<file path="src/sv/isrp_pkg.sv">
`timescale 1ns / 1ps
// ----------------------------------------------------------------------------
// isrp_pkg
// Shared sizes and codes for the indexed set with random pop.
// ----------------------------------------------------------------------------
package isrp_pkg;

  localparam int CAPACITY  = 64;
  localparam int KEY_BITS  = 32;
  localparam int ADDR_W    = $clog2(CAPACITY);
  localparam int CNT_W     = $clog2(CAPACITY + 1);
  localparam int FUNC_W    = 3;
  localparam int KEY_W     = 32;
  localparam int POS_W     = 6;
  localparam int WORD_W    = 32;
  localparam int ST_W      = 2;
  localparam int DIV_CNT_W = $clog2(WORD_W);

  localparam logic [FUNC_W-1:0] F_INSERT    = 3'd0;
  localparam logic [FUNC_W-1:0] F_ERASE_KEY = 3'd1;
  localparam logic [FUNC_W-1:0] F_TEST      = 3'd2;
  localparam logic [FUNC_W-1:0] F_ERASE_POS = 3'd3;
  localparam logic [FUNC_W-1:0] F_POP       = 3'd4;

  localparam logic [ST_W-1:0] ST_OK    = 2'd0;
  localparam logic [ST_W-1:0] ST_MISS  = 2'd1;
  localparam logic [ST_W-1:0] ST_RANGE = 2'd2;
  localparam logic [ST_W-1:0] ST_FULL  = 2'd3;

  typedef logic [KEY_BITS-1:0] key_t;

endpackage

</file>
<file path="src/sv/isrp_ram.sv">
`timescale 1ns / 1ps
// ----------------------------------------------------------------------------
// isrp_ram
// Simple dual-port RAM, one write and one registered read port.
// ----------------------------------------------------------------------------
module isrp_ram #(
  parameter int WIDTH = 32,
  parameter int DEPTH = 64
) (
  input  logic                     clk,
  input  logic                     we,
  input  logic [$clog2(DEPTH)-1:0] waddr,
  input  logic [WIDTH-1:0]         wdata,
  input  logic [$clog2(DEPTH)-1:0] raddr,
  output logic [WIDTH-1:0]         rdata
);

  logic [WIDTH-1:0] mem [DEPTH];

  always_ff @(posedge clk) begin
    if (we) begin
      mem[waddr] <= wdata;
    end
    rdata <= mem[raddr];
  end

endmodule

</file>
<file path="src/sv/indexed_set_random_pop.sv">
`timescale 1ns / 1ps
// ----------------------------------------------------------------------------
// indexed_set_random_pop
// Bounded key set in a dense RAM with insert, erase, test, erase at slot and
// random pop. Removal moves the last entry into the freed slot.
// ----------------------------------------------------------------------------
//  channel   handshake          payload
//  command   start, busy        func, key, position, random_word
//  result    done (1 cycle)     status, removed_key, size_after
//
//  Insert, erase key, test: linear search over occupied slots, one RAM read a
//  cycle; erase key then moves the last entry into the found slot. Erase at
//  slot: that move only. Pop: random_word mod count, bit-serial, picks the
//  slot, then the move. Rejected commands finish from idle. No clearing pass
//  after reset. busy is high while a command runs; done cannot be stalled.
// ----------------------------------------------------------------------------
module indexed_set_random_pop
  import isrp_pkg::*;
(
  input  logic              clk,
  input  logic              rst,
  input  logic              start,
  output logic              busy,
  input  logic [FUNC_W-1:0] func,
  input  logic [KEY_W-1:0]  key,
  input  logic [POS_W-1:0]  position,
  input  logic [WORD_W-1:0] random_word,
  output logic              done,
  output logic [ST_W-1:0]   status,
  output logic [KEY_W-1:0]  removed_key,
  output logic [CNT_W-1:0]  size_after
);

  localparam logic [2:0] S_IDLE    = 3'd0;
  localparam logic [2:0] S_SCAN    = 3'd1;
  localparam logic [2:0] S_DIV     = 3'd2;
  localparam logic [2:0] S_RM_RD   = 3'd3;
  localparam logic [2:0] S_RM_LAST = 3'd4;
  localparam logic [2:0] S_RM_WR   = 3'd5;

  logic [2:0]           state;
  logic [CNT_W-1:0]     count;
  logic [FUNC_W-1:0]    func_r;
  key_t                 key_r;
  logic [WORD_W-1:0]    word;
  logic [CNT_W-1:0]     idx;
  logic                 cmp_vld;
  logic [ADDR_W-1:0]    cmp_idx;
  logic [ADDR_W-1:0]    slot;
  logic [CNT_W-1:0]     rem;
  logic [DIV_CNT_W-1:0] div_cnt;
  key_t                 taken;

  logic                 we;
  logic [ADDR_W-1:0]    waddr;
  key_t                 wdata;
  logic [ADDR_W-1:0]    raddr;
  key_t                 rdata;

  logic                 hit;
  logic                 scan_end;
  logic                 full;
  logic [CNT_W-1:0]     cnt_m1;
  logic [CNT_W:0]       trial;
  logic [CNT_W-1:0]     rem_next;

  assign busy     = (state != S_IDLE);
  assign hit      = cmp_vld && (rdata == key_r);
  assign scan_end = !hit && (idx >= count);
  assign full     = (count == CNT_W'(CAPACITY));
  assign cnt_m1   = count - CNT_W'(1);

  // restoring remainder step, one dividend bit a cycle
  assign trial    = {rem, word[WORD_W-1]};
  assign rem_next = (trial >= {1'b0, count}) ? CNT_W'(trial - {1'b0, count})
                                             : trial[CNT_W-1:0];

  always_comb begin
    case (state)
      S_RM_RD:   raddr = slot;
      S_RM_LAST: raddr = cnt_m1[ADDR_W-1:0];
      default:   raddr = idx[ADDR_W-1:0];
    endcase
    if (state == S_RM_WR) begin
      we    = 1'b1;
      waddr = slot;
      wdata = rdata;
    end else begin
      we    = (state == S_SCAN) && scan_end && (func_r == F_INSERT) && !full;
      waddr = count[ADDR_W-1:0];
      wdata = key_r;
    end
  end

  isrp_ram #(
    .WIDTH(KEY_BITS),
    .DEPTH(CAPACITY)
  ) u_store (
    .clk  (clk),
    .we   (we),
    .waddr(waddr),
    .wdata(wdata),
    .raddr(raddr),
    .rdata(rdata)
  );

  always_ff @(posedge clk) begin
    done <= 1'b0;
    if (rst) begin
      state <= S_IDLE;
      count <= '0;
    end else begin
      case (state)
        S_IDLE: begin
          if (start) begin
            func_r  <= func;
            key_r   <= key[KEY_BITS-1:0];
            word    <= random_word;
            idx     <= '0;
            cmp_vld <= 1'b0;
            rem     <= '0;
            div_cnt <= '0;
            case (func)
              F_INSERT, F_ERASE_KEY, F_TEST: begin
                state <= S_SCAN;
              end
              F_ERASE_POS: begin
                if ({1'b0, position} < count) begin
                  slot  <= position;
                  state <= S_RM_RD;
                end else begin
                  done        <= 1'b1;
                  status      <= ST_RANGE;
                  removed_key <= '0;
                  size_after  <= count;
                end
              end
              F_POP: begin
                if (count == '0) begin
                  done        <= 1'b1;
                  status      <= ST_RANGE;
                  removed_key <= '0;
                  size_after  <= count;
                end else begin
                  state <= S_DIV;
                end
              end
              default: begin
                done        <= 1'b1;
                status      <= ST_RANGE;
                removed_key <= '0;
                size_after  <= count;
              end
            endcase
          end
        end
        S_SCAN: begin
          idx     <= idx + CNT_W'(1);
          cmp_vld <= (idx < count);
          cmp_idx <= idx[ADDR_W-1:0];
          if (hit) begin
            case (func_r)
              F_ERASE_KEY: begin
                slot  <= cmp_idx;
                state <= S_RM_RD;
              end
              F_TEST: begin
                done        <= 1'b1;
                status      <= ST_OK;
                removed_key <= '0;
                size_after  <= count;
                state       <= S_IDLE;
              end
              default: begin
                done        <= 1'b1;
                status      <= ST_MISS;
                removed_key <= '0;
                size_after  <= count;
                state       <= S_IDLE;
              end
            endcase
          end else if (scan_end) begin
            done        <= 1'b1;
            removed_key <= '0;
            state       <= S_IDLE;
            if (func_r == F_INSERT) begin
              if (full) begin
                status     <= ST_FULL;
                size_after <= count;
              end else begin
                status     <= ST_OK;
                count      <= count + CNT_W'(1);
                size_after <= count + CNT_W'(1);
              end
            end else begin
              status     <= ST_MISS;
              size_after <= count;
            end
          end
        end
        S_DIV: begin
          word    <= word << 1;
          rem     <= rem_next;
          div_cnt <= div_cnt + DIV_CNT_W'(1);
          if (div_cnt == DIV_CNT_W'(WORD_W - 1)) begin
            slot  <= rem_next[ADDR_W-1:0];
            state <= S_RM_RD;
          end
        end
        S_RM_RD: begin
          state <= S_RM_LAST;
        end
        S_RM_LAST: begin
          taken <= rdata;
          state <= S_RM_WR;
        end
        S_RM_WR: begin
          count       <= cnt_m1;
          done        <= 1'b1;
          status      <= ST_OK;
          removed_key <= (func_r == F_ERASE_KEY) ? '0 : KEY_W'(taken);
          size_after  <= cnt_m1;
          state       <= S_IDLE;
        end
        default: begin
          state <= S_IDLE;
        end
      endcase
    end
  end

`ifndef ASSERT_OFF
  a_count_bound: assert property (@(posedge clk) disable iff (rst)
    count <= CNT_W'(CAPACITY))
    else $error("entry count above capacity");

  a_write_busy: assert property (@(posedge clk) disable iff (rst)
    we |-> busy)
    else $error("store written while idle");

  a_count_on_done: assert property (@(posedge clk) disable iff (rst)
    !$stable(count) |-> (done || $past(rst)))
    else $error("entry count changed without a result");

  a_done_cause: assert property (@(posedge clk) disable iff (rst)
    done |-> ($past(busy) || $past(start)))
    else $error("result with no command");
`endif

endmodule

</file>
<file path="config.mk">
export PLATFORM = sky130hd
export DESIGN_NAME = indexed_set_random_pop
export DESIGN_NICKNAME = d
export VERILOG_FILES = /design/src/sv/isrp_pkg.sv /design/src/sv/isrp_ram.sv /design/src/sv/indexed_set_random_pop.sv
export SDC_FILE = /design/constraint.sdc
export NUM_CORES = 2
export LEC_CHECK = 0
export ABC_CLOCK_PERIOD_IN_PS = 9200
export BUFFER_PORTS_ARGS = -buffer_cell sky130_fd_sc_hd__buf_2
export CORE_AREA = 2 2 527 529
export DETAILED_ROUTE_END_ITERATION = 10
export DIE_AREA = 0 0 529 531
export PLACE_DENSITY = 0.44
export SETUP_SLACK_MARGIN = 0.02
export SYNTH_ARGS = -nofsm -noshare
export SYNTH_HDL_FRONTEND = slang
export SYNTH_SLANG_ARGS = --single-unit
</file>
<file path="constraint.sdc">
create_clock -name clk -period 9.2 [get_ports clk]
set_input_delay 0.46 -clock clk [delete_from_list [all_inputs] [get_ports clk]]
set_output_delay 0.46 -clock clk [all_outputs]
set_load 0.05 [all_outputs]
</file>
# Word level (Yosys, flattened, before mapping)
# Memories as Yosys holds them, arrays and structs flattened. A register that Yosys moved wholly into a read port is not among the register bits.
# Index checks and enable logic that the tools add are counted.
[totals]
reg_bits = 183
latchBits = 0
ram_bits = 2048
romBits = 0
inputBits = 76
output_inout_bits = 43
wordCells = 155
mem_count = 1
[mem_list]
columns = ["name", "depth", "width", "read_ports", "rd_clocked_by_memory_dff", "wr", "line", "source"]
rows = [
  ["u_store.mem", 64, 32, 1, 1, 1, "isrp_ram.sv:18", "logic [WIDTH-1:0] mem [DEPTH];"],
]
[classes]
n_addsub = 5
n_mul = 0
n_div = 0
order_cmp = 4
n_eq_ne = 30
shifts = 0
muxes = 71
bitwise = 1
n_reduce_logical = 27
[op_table]
columns = ["cell", "count"]
rows = [
  ["$mux 32", 9],
  ["$pmux 32 s3", 2],
  ["$mux 7", 11],
  ["$pmux 32 s2", 1],
  ["$mux 6", 7],
  ["$pmux 7 s2", 3],
  ["$pmux 7 s3", 2],
  ["$eq 32x32->1", 1],
  ["$mux 3", 6],
  ["$ne 3x3->1 const B", 6],
  ["$pmux 6 s3", 1],
  ["$mux 2", 8],
  ["$reduce_and 8->1", 2],
  ["$eq 3x2->1 const B", 5],
  ["$pmux 3 s5", 1],
  ["$add 7x1->7 const B", 2],
  ["$ne 2x2->1 const B", 7],
  ["$pmux 2 s3", 2],
  ["$pmux 6 s2", 1],
  ["$reduce_and 3->1", 4],
  ["$mux 1", 10],
  ["$pmux 5 s2", 1],
  ["$eq 3x1->1 const B", 3],
  ["$eq 3x3->1 const B", 3],
  ["other kinds (26)", 40],
]

# Longest topological paths before layout
[logic_depth]
depth_word = 10
mapped_depth = 14
ltp_nobuf = 12

# Modules after synthesis
# A second synthesis with hierarchy kept.
[hier_totals]
hier_cells = 4362
hier_area_um2 = 88078.2
[modules_own_cells]
columns = ["mod", "instances", "cells_per_inst", "area_each_um2", "seq_area_each_um2"]
rows = [
  ["isrp_ram", 1, 3511, 79039.6, 62139.6],
  ["indexed_set_random_pop", 1, 851, 9038.7, 5385.2],
]

# Least setup slack after synthesis
# OpenSTA, ideal clock, no wires.
[synth_path]
path_type = "register to register"
startpoint = "register state[2]"
endpoint = "register func_r[0] (enable)"
setup_time_ps = 479
arrival_time_ps = 3860
required_time_ps = 8721
path_slack_ps = 4861
path_stages_with_launch = 6
path_buffers = 2
period_less_slack_ps = 4339
cell_sequence = "dfxtp_1 -> buf_4 -> clkbuf_1 -> nor3_1 -> inv_1 -> nor3b_1"
[synth_between]
elab_chain_len = 2
[synth_rtl]
columns = ["item", "line", "source"]
rows = [
  ["from (decl)", "indexed_set_random_pop.sv:41", "logic [2:0] state;"],
  ["from (signal assigned)", "indexed_set_random_pop.sv:110", "state <= S_IDLE;"],
  ["from (signal assigned)", "indexed_set_random_pop.sv:125", "state <= S_SCAN;"],
  ["from (signal assigned)", "indexed_set_random_pop.sv:130", "state <= S_RM_RD;"],
  ["$logic_not 3->1", "indexed_set_random_pop.sv:113", "case (state)"],
  ["$reduce_and 3->1 (no source line)", "--", ""],
  ["to (signal assigned)", "indexed_set_random_pop.sv:116", "func_r <= func;"],
  ["to (decl)", "indexed_set_random_pop.sv:43", "logic [FUNC_W-1:0] func_r;"],
]
# No other way between the ends.
# A chain may end at the register's enable or synchronous reset.

# Final worst setup path
[layout_path]
startpoint = "register state[0]"
endpoint = "memory u_store.mem[47][10] (enable)"
[layout_between]
elab_chain_len = 7
elab_cells_between_ends = 9
classes_between = "eq/ne: 2; mux: 4; reduce/logical: 3"
[layout_rtl]
columns = ["item", "line", "source"]
rows = [
  ["$eq 3x1->1", "indexed_set_random_pop.sv:89", "we = (state == S_SCAN) && scan_end && (func_r == F_INSERT) && !full;"],
  ["$logic_and 1x1->1 (3 in series)", "indexed_set_random_pop.sv:89", ""],
  ["$mux 1", "indexed_set_random_pop.sv:84", "if (state == S_RM_WR) begin"],
  ["$mux 1", "isrp_ram.sv:21", "if (we) begin"],
  ["$mux 1 (implied by the code)", "isrp_ram.sv:22", "mem[waddr] <= wdata;"],
  ["to (decl)", "isrp_ram.sv:18", ""],
]
# Parallel ways exist; a longest one is shown, timed or not.

==> results.sh <==
export IMPL_die_w_um=529
export IMPL_cts_sinks=2263
export IMPL_synth_edf_count=2220
export IMPL_antenna_found_initial=21
export IMPL_status="finished, final reports clean"
export IMPL_critPathLaunch="state[0]"
export IMPL_p_per_area_nw_per_um2=235
export IMPL_gp_congestion=0.827
export IMPL_netlist_area_leader_share_pct=73.7
export IMPL_routed_wl_um=296000
export IMPL_hold_path_depth=4
export IMPL_ios=119
export IMPL_fin_crit_sh_pct=70.3
export IMPL_routed_via_density=5.41
export IMPL_critPathArrivalTime_ps=7010
export IMPL_drt_iter0_drc=5347
export IMPL_r2r_cells=8
export IMPL_ys_types=73
export IMPL_rsz0062_at_grt="false"
export IMPL_cts_hold_buf=74
export IMPL_synth_nets=6294
export IMPL_layout_drive_gt1_share_pct=11.8
export IMPL_wl_per_cell_um=29.0
export IMPL_avgSynthCellArea_um2=14.6
export IMPL_synth_ff_type="edfxtp_1"
export IMPL_post_synth_top_area_cell="edfxtp_1"
export IMPL_grt_max_degree=146
export IMPL_portBuffers=118
export IMPL_fin_nets=6488
export IMPL_crit_buf_inv=3
export IMPL_stdcell_area_um2=104000
export IMPL_die_h_um=531
export IMPL_hpwlAfterDp_um=166000
export IMPL_final_max_slew_viol_count=0
export IMPL_cp_top_family="simple AND/OR/NAND/NOR gates"
export IMPL_holdPathEnd="done"
export IMPL_max_stage_delay_ps=1060
export IMPL_r2r_setup_slack_ps=2730
export IMPL_synthArstFlopShare_pct=0
export IMPL_syn_inst=6193
export IMPL_place_area_um2=96000
export IMPL_grt_usage_pct=20.6
export IMPL_fill_cells=25800
export IMPL_syn_area_um2=90400
export IMPL_worst_slew_pin_transition_ps=1320
export IMPL_regToRegEndpoint="u_store.mem[47][10]"
export IMPL_wl_met3_um=17000
export IMPL_ys_seq_area_share_pct=74.7
export IMPL_cts_resized=0
export IMPL_cp_start_kind="flip-flop"
export IMPL_multiInputGateArea_um2=21700
export IMPL_fin_setup_tns_ps=0
export IMPL_postRouteAntennaNets=0
export IMPL_path_class="reg2reg"
export IMPL_slew_headroom_pct=11.2
export IMPL_finalSetupViolations=0
export IMPL_synth_area_top_cells="edfxtp_1, nand2_1, mux2i_1"
export IMPL_grt_ovfl_total=0
export IMPL_fmax_mhz=155
export IMPL_htreeDepth=4
export IMPL_setup_worst_path_end_class="flip-flop"
export IMPL_core_um2=275000
export IMPL_r2r_start="state[0]"
export IMPL_start_util_pct=32.9
export IMPL_top_layer="met5"
export IMPL_rows=193
export IMPL_wl_met2_um=136000
export IMPL_grt_pass1_vias=53600
export IMPL_routedLengthMet1_um=136000
export IMPL_route_detailed_drc=0
export IMPL_period_minus_slack_ps=6470
export IMPL_worstSkewPairLatency_ps=910
export IMPL_cts_buffer_depth=4
export IMPL_final_hold_violation_count=0
export IMPL_clk_pin_slew_worst_paths_ps=60
export IMPL_hp_class="in2reg"
export IMPL_cts_buffers=244
export IMPL_cp_required_ps=9740
export IMPL_area_delta_synth_final_pct=15.2
export IMPL_max_vdd_ir_drop_v=0.000196
export IMPL_grt_pass1_wl_um=417000
export IMPL_fin_util_pct=37.9
export IMPL_crit_fanout=22
export IMPL_crit_chain="inv_1, nor2_1, nand2_1, buf_4, o31ai_1, nand2_1, nor2_4, buf_4"
export IMPL_leakage_nw=35.1
export IMPL_drtPass1Iterations=7
export IMPL_min_delay_start="start"
export IMPL_vias=55200
export IMPL_post_cts_setup_buffers=0
export IMPL_ff_latch_area_um2=67500
export IMPL_max_cap_violations=0
export IMPL_cts_tree="done"
export IMPL_ctsRootBufferMaster="clkbuf_16"
export IMPL_dieArea_um2=281000
export IMPL_crit_path_top_delay_cell="o31ai_1"
export IMPL_ys_ff_latch=2263
export IMPL_clock_skew_final_ps=53.0
export IMPL_synth_warnings=0
[cells in the mapped netlist (31+ instances only)]
library cell,count
edfxtp_1,2220
nand2_1,1236
mux2i_1,355
and3_1,300
a211oi_1,237
clkbuf_1,206
nand3_1,204
a311oi_1,195
buf_2,163
nor2_1,160
a31oi_1,93
o21ai_0,92
a21oi_1,78
a32oi_1,78
dfxtp_1,43
nand4_1,42
o22ai_1,41
xnor2_1,35
buf_1,31
[layout by cell type, fill, tap and decap left out, drive strengths merged, types with 35 or more instances in the layout]
cell type,count
a21oi,78
clkinv,83
o21ai,94
edfxtp,2220
a32oi,78
o22ai,41
dlygate4sd3,74
clkbuf,332
a31oi,94
a311oi,195
nor2,161
buf,301
dfxtp,43
mux2i,355
and3,300
nand3,204
a211oi,237
xnor2,35
nand2,1236
nand4,42
[how the worst max path moves through the flow]
| stage | to | cells past startpoint |
|---|---|---|
| after CTS | u_store.mem[47][1] | 8 |
| after global routing | u_store.mem[47][1] | 8 |
| after detailed placement | u_store.mem[47][23] | 8 |
| final | u_store.mem[47][10] | 8 |
| after global placement | u_store.mem[47][23] | 8 |
| after floorplan | func_r[0] | 5 |
[logic make-up after synthesis]
family,count (synthesis),share of synthesized area [%]
compound gates,986,8.08
xor+xnor,49,0.475
fa+ha+maj,25,0.354
buf+inv,445,2.19
flops,2263,74.7
mux,373,4.15
simple gates,2052,10.1
[registers in the layout, indices dropped and copies added (netlist names), 2 cells and up]
signal	cells
cmp_idx	6
count	7
div_cnt	5
func_r	3
idx	7
key_r	32
rem	7
removed_key	32
size_after	7
slot	6
state	3
status	2
taken	32
u_store.mem	2048
u_store.rdata	32
word	32
[metrics by stage]
| stage | std cells | hold WS [ps] | total power [mW] | setup WS, ps |
|---|---|---|---|---|
| 6_report | 10200 | 64.8 | 24.5 | 2730 |
| 2_1_floorplan | 6193 | 449 | 13.8 | 4860 |
| 5_1_grt | 10200 | 67.3 | 25.3 | 2550 |
| 3_3_place_gp | 9674 | 474 | 15.3 | 3060 |
| 4_1_cts | 10200 | 0.926 | 24.7 | 2900 |
| 3_5_place_dp | 9674 | 475 | 15.3 | 2910 |
[worst min-delay path: cells and delay by family]
family	cells	cell delay, ps
AND/OR/NAND/NOR	2	180
buffers and inverters	1	120
AO/OA/AOI/OAI	1	130
[final cells by class]
type	count	area share, %
Clock inverter	108	0.892
Clock buffer	332	6.31
Sequential cell	2263	64.8
Multi-Input combinational cell	3485	20.8
Tap cell	3607	4.33
Antenna cell	5	0.0120
Timing Repair Buffer	375	2.78
Inverter	18	0.0648
[metal layers]
layer  track usage [%]  vias to the layer above
li1                  -                    24300
met1              30.0                    28600
met2              32.7                     1880
met3              2.46                      340
met4              5.18                        4
met5                 0                        -
[report_power, final]
group / switching [mW] / internal, mW / total [mW] / leakage (nW)
Clock: 4.06 / 5.38 / 9.45 / 3.66
Sequential: 0.215 / 11.5 / 11.8 / 20.4
Combinational: 2.41 / 0.900 / 3.31 / 11.1
No activity file was read; power rests on OpenSTA's default activity.
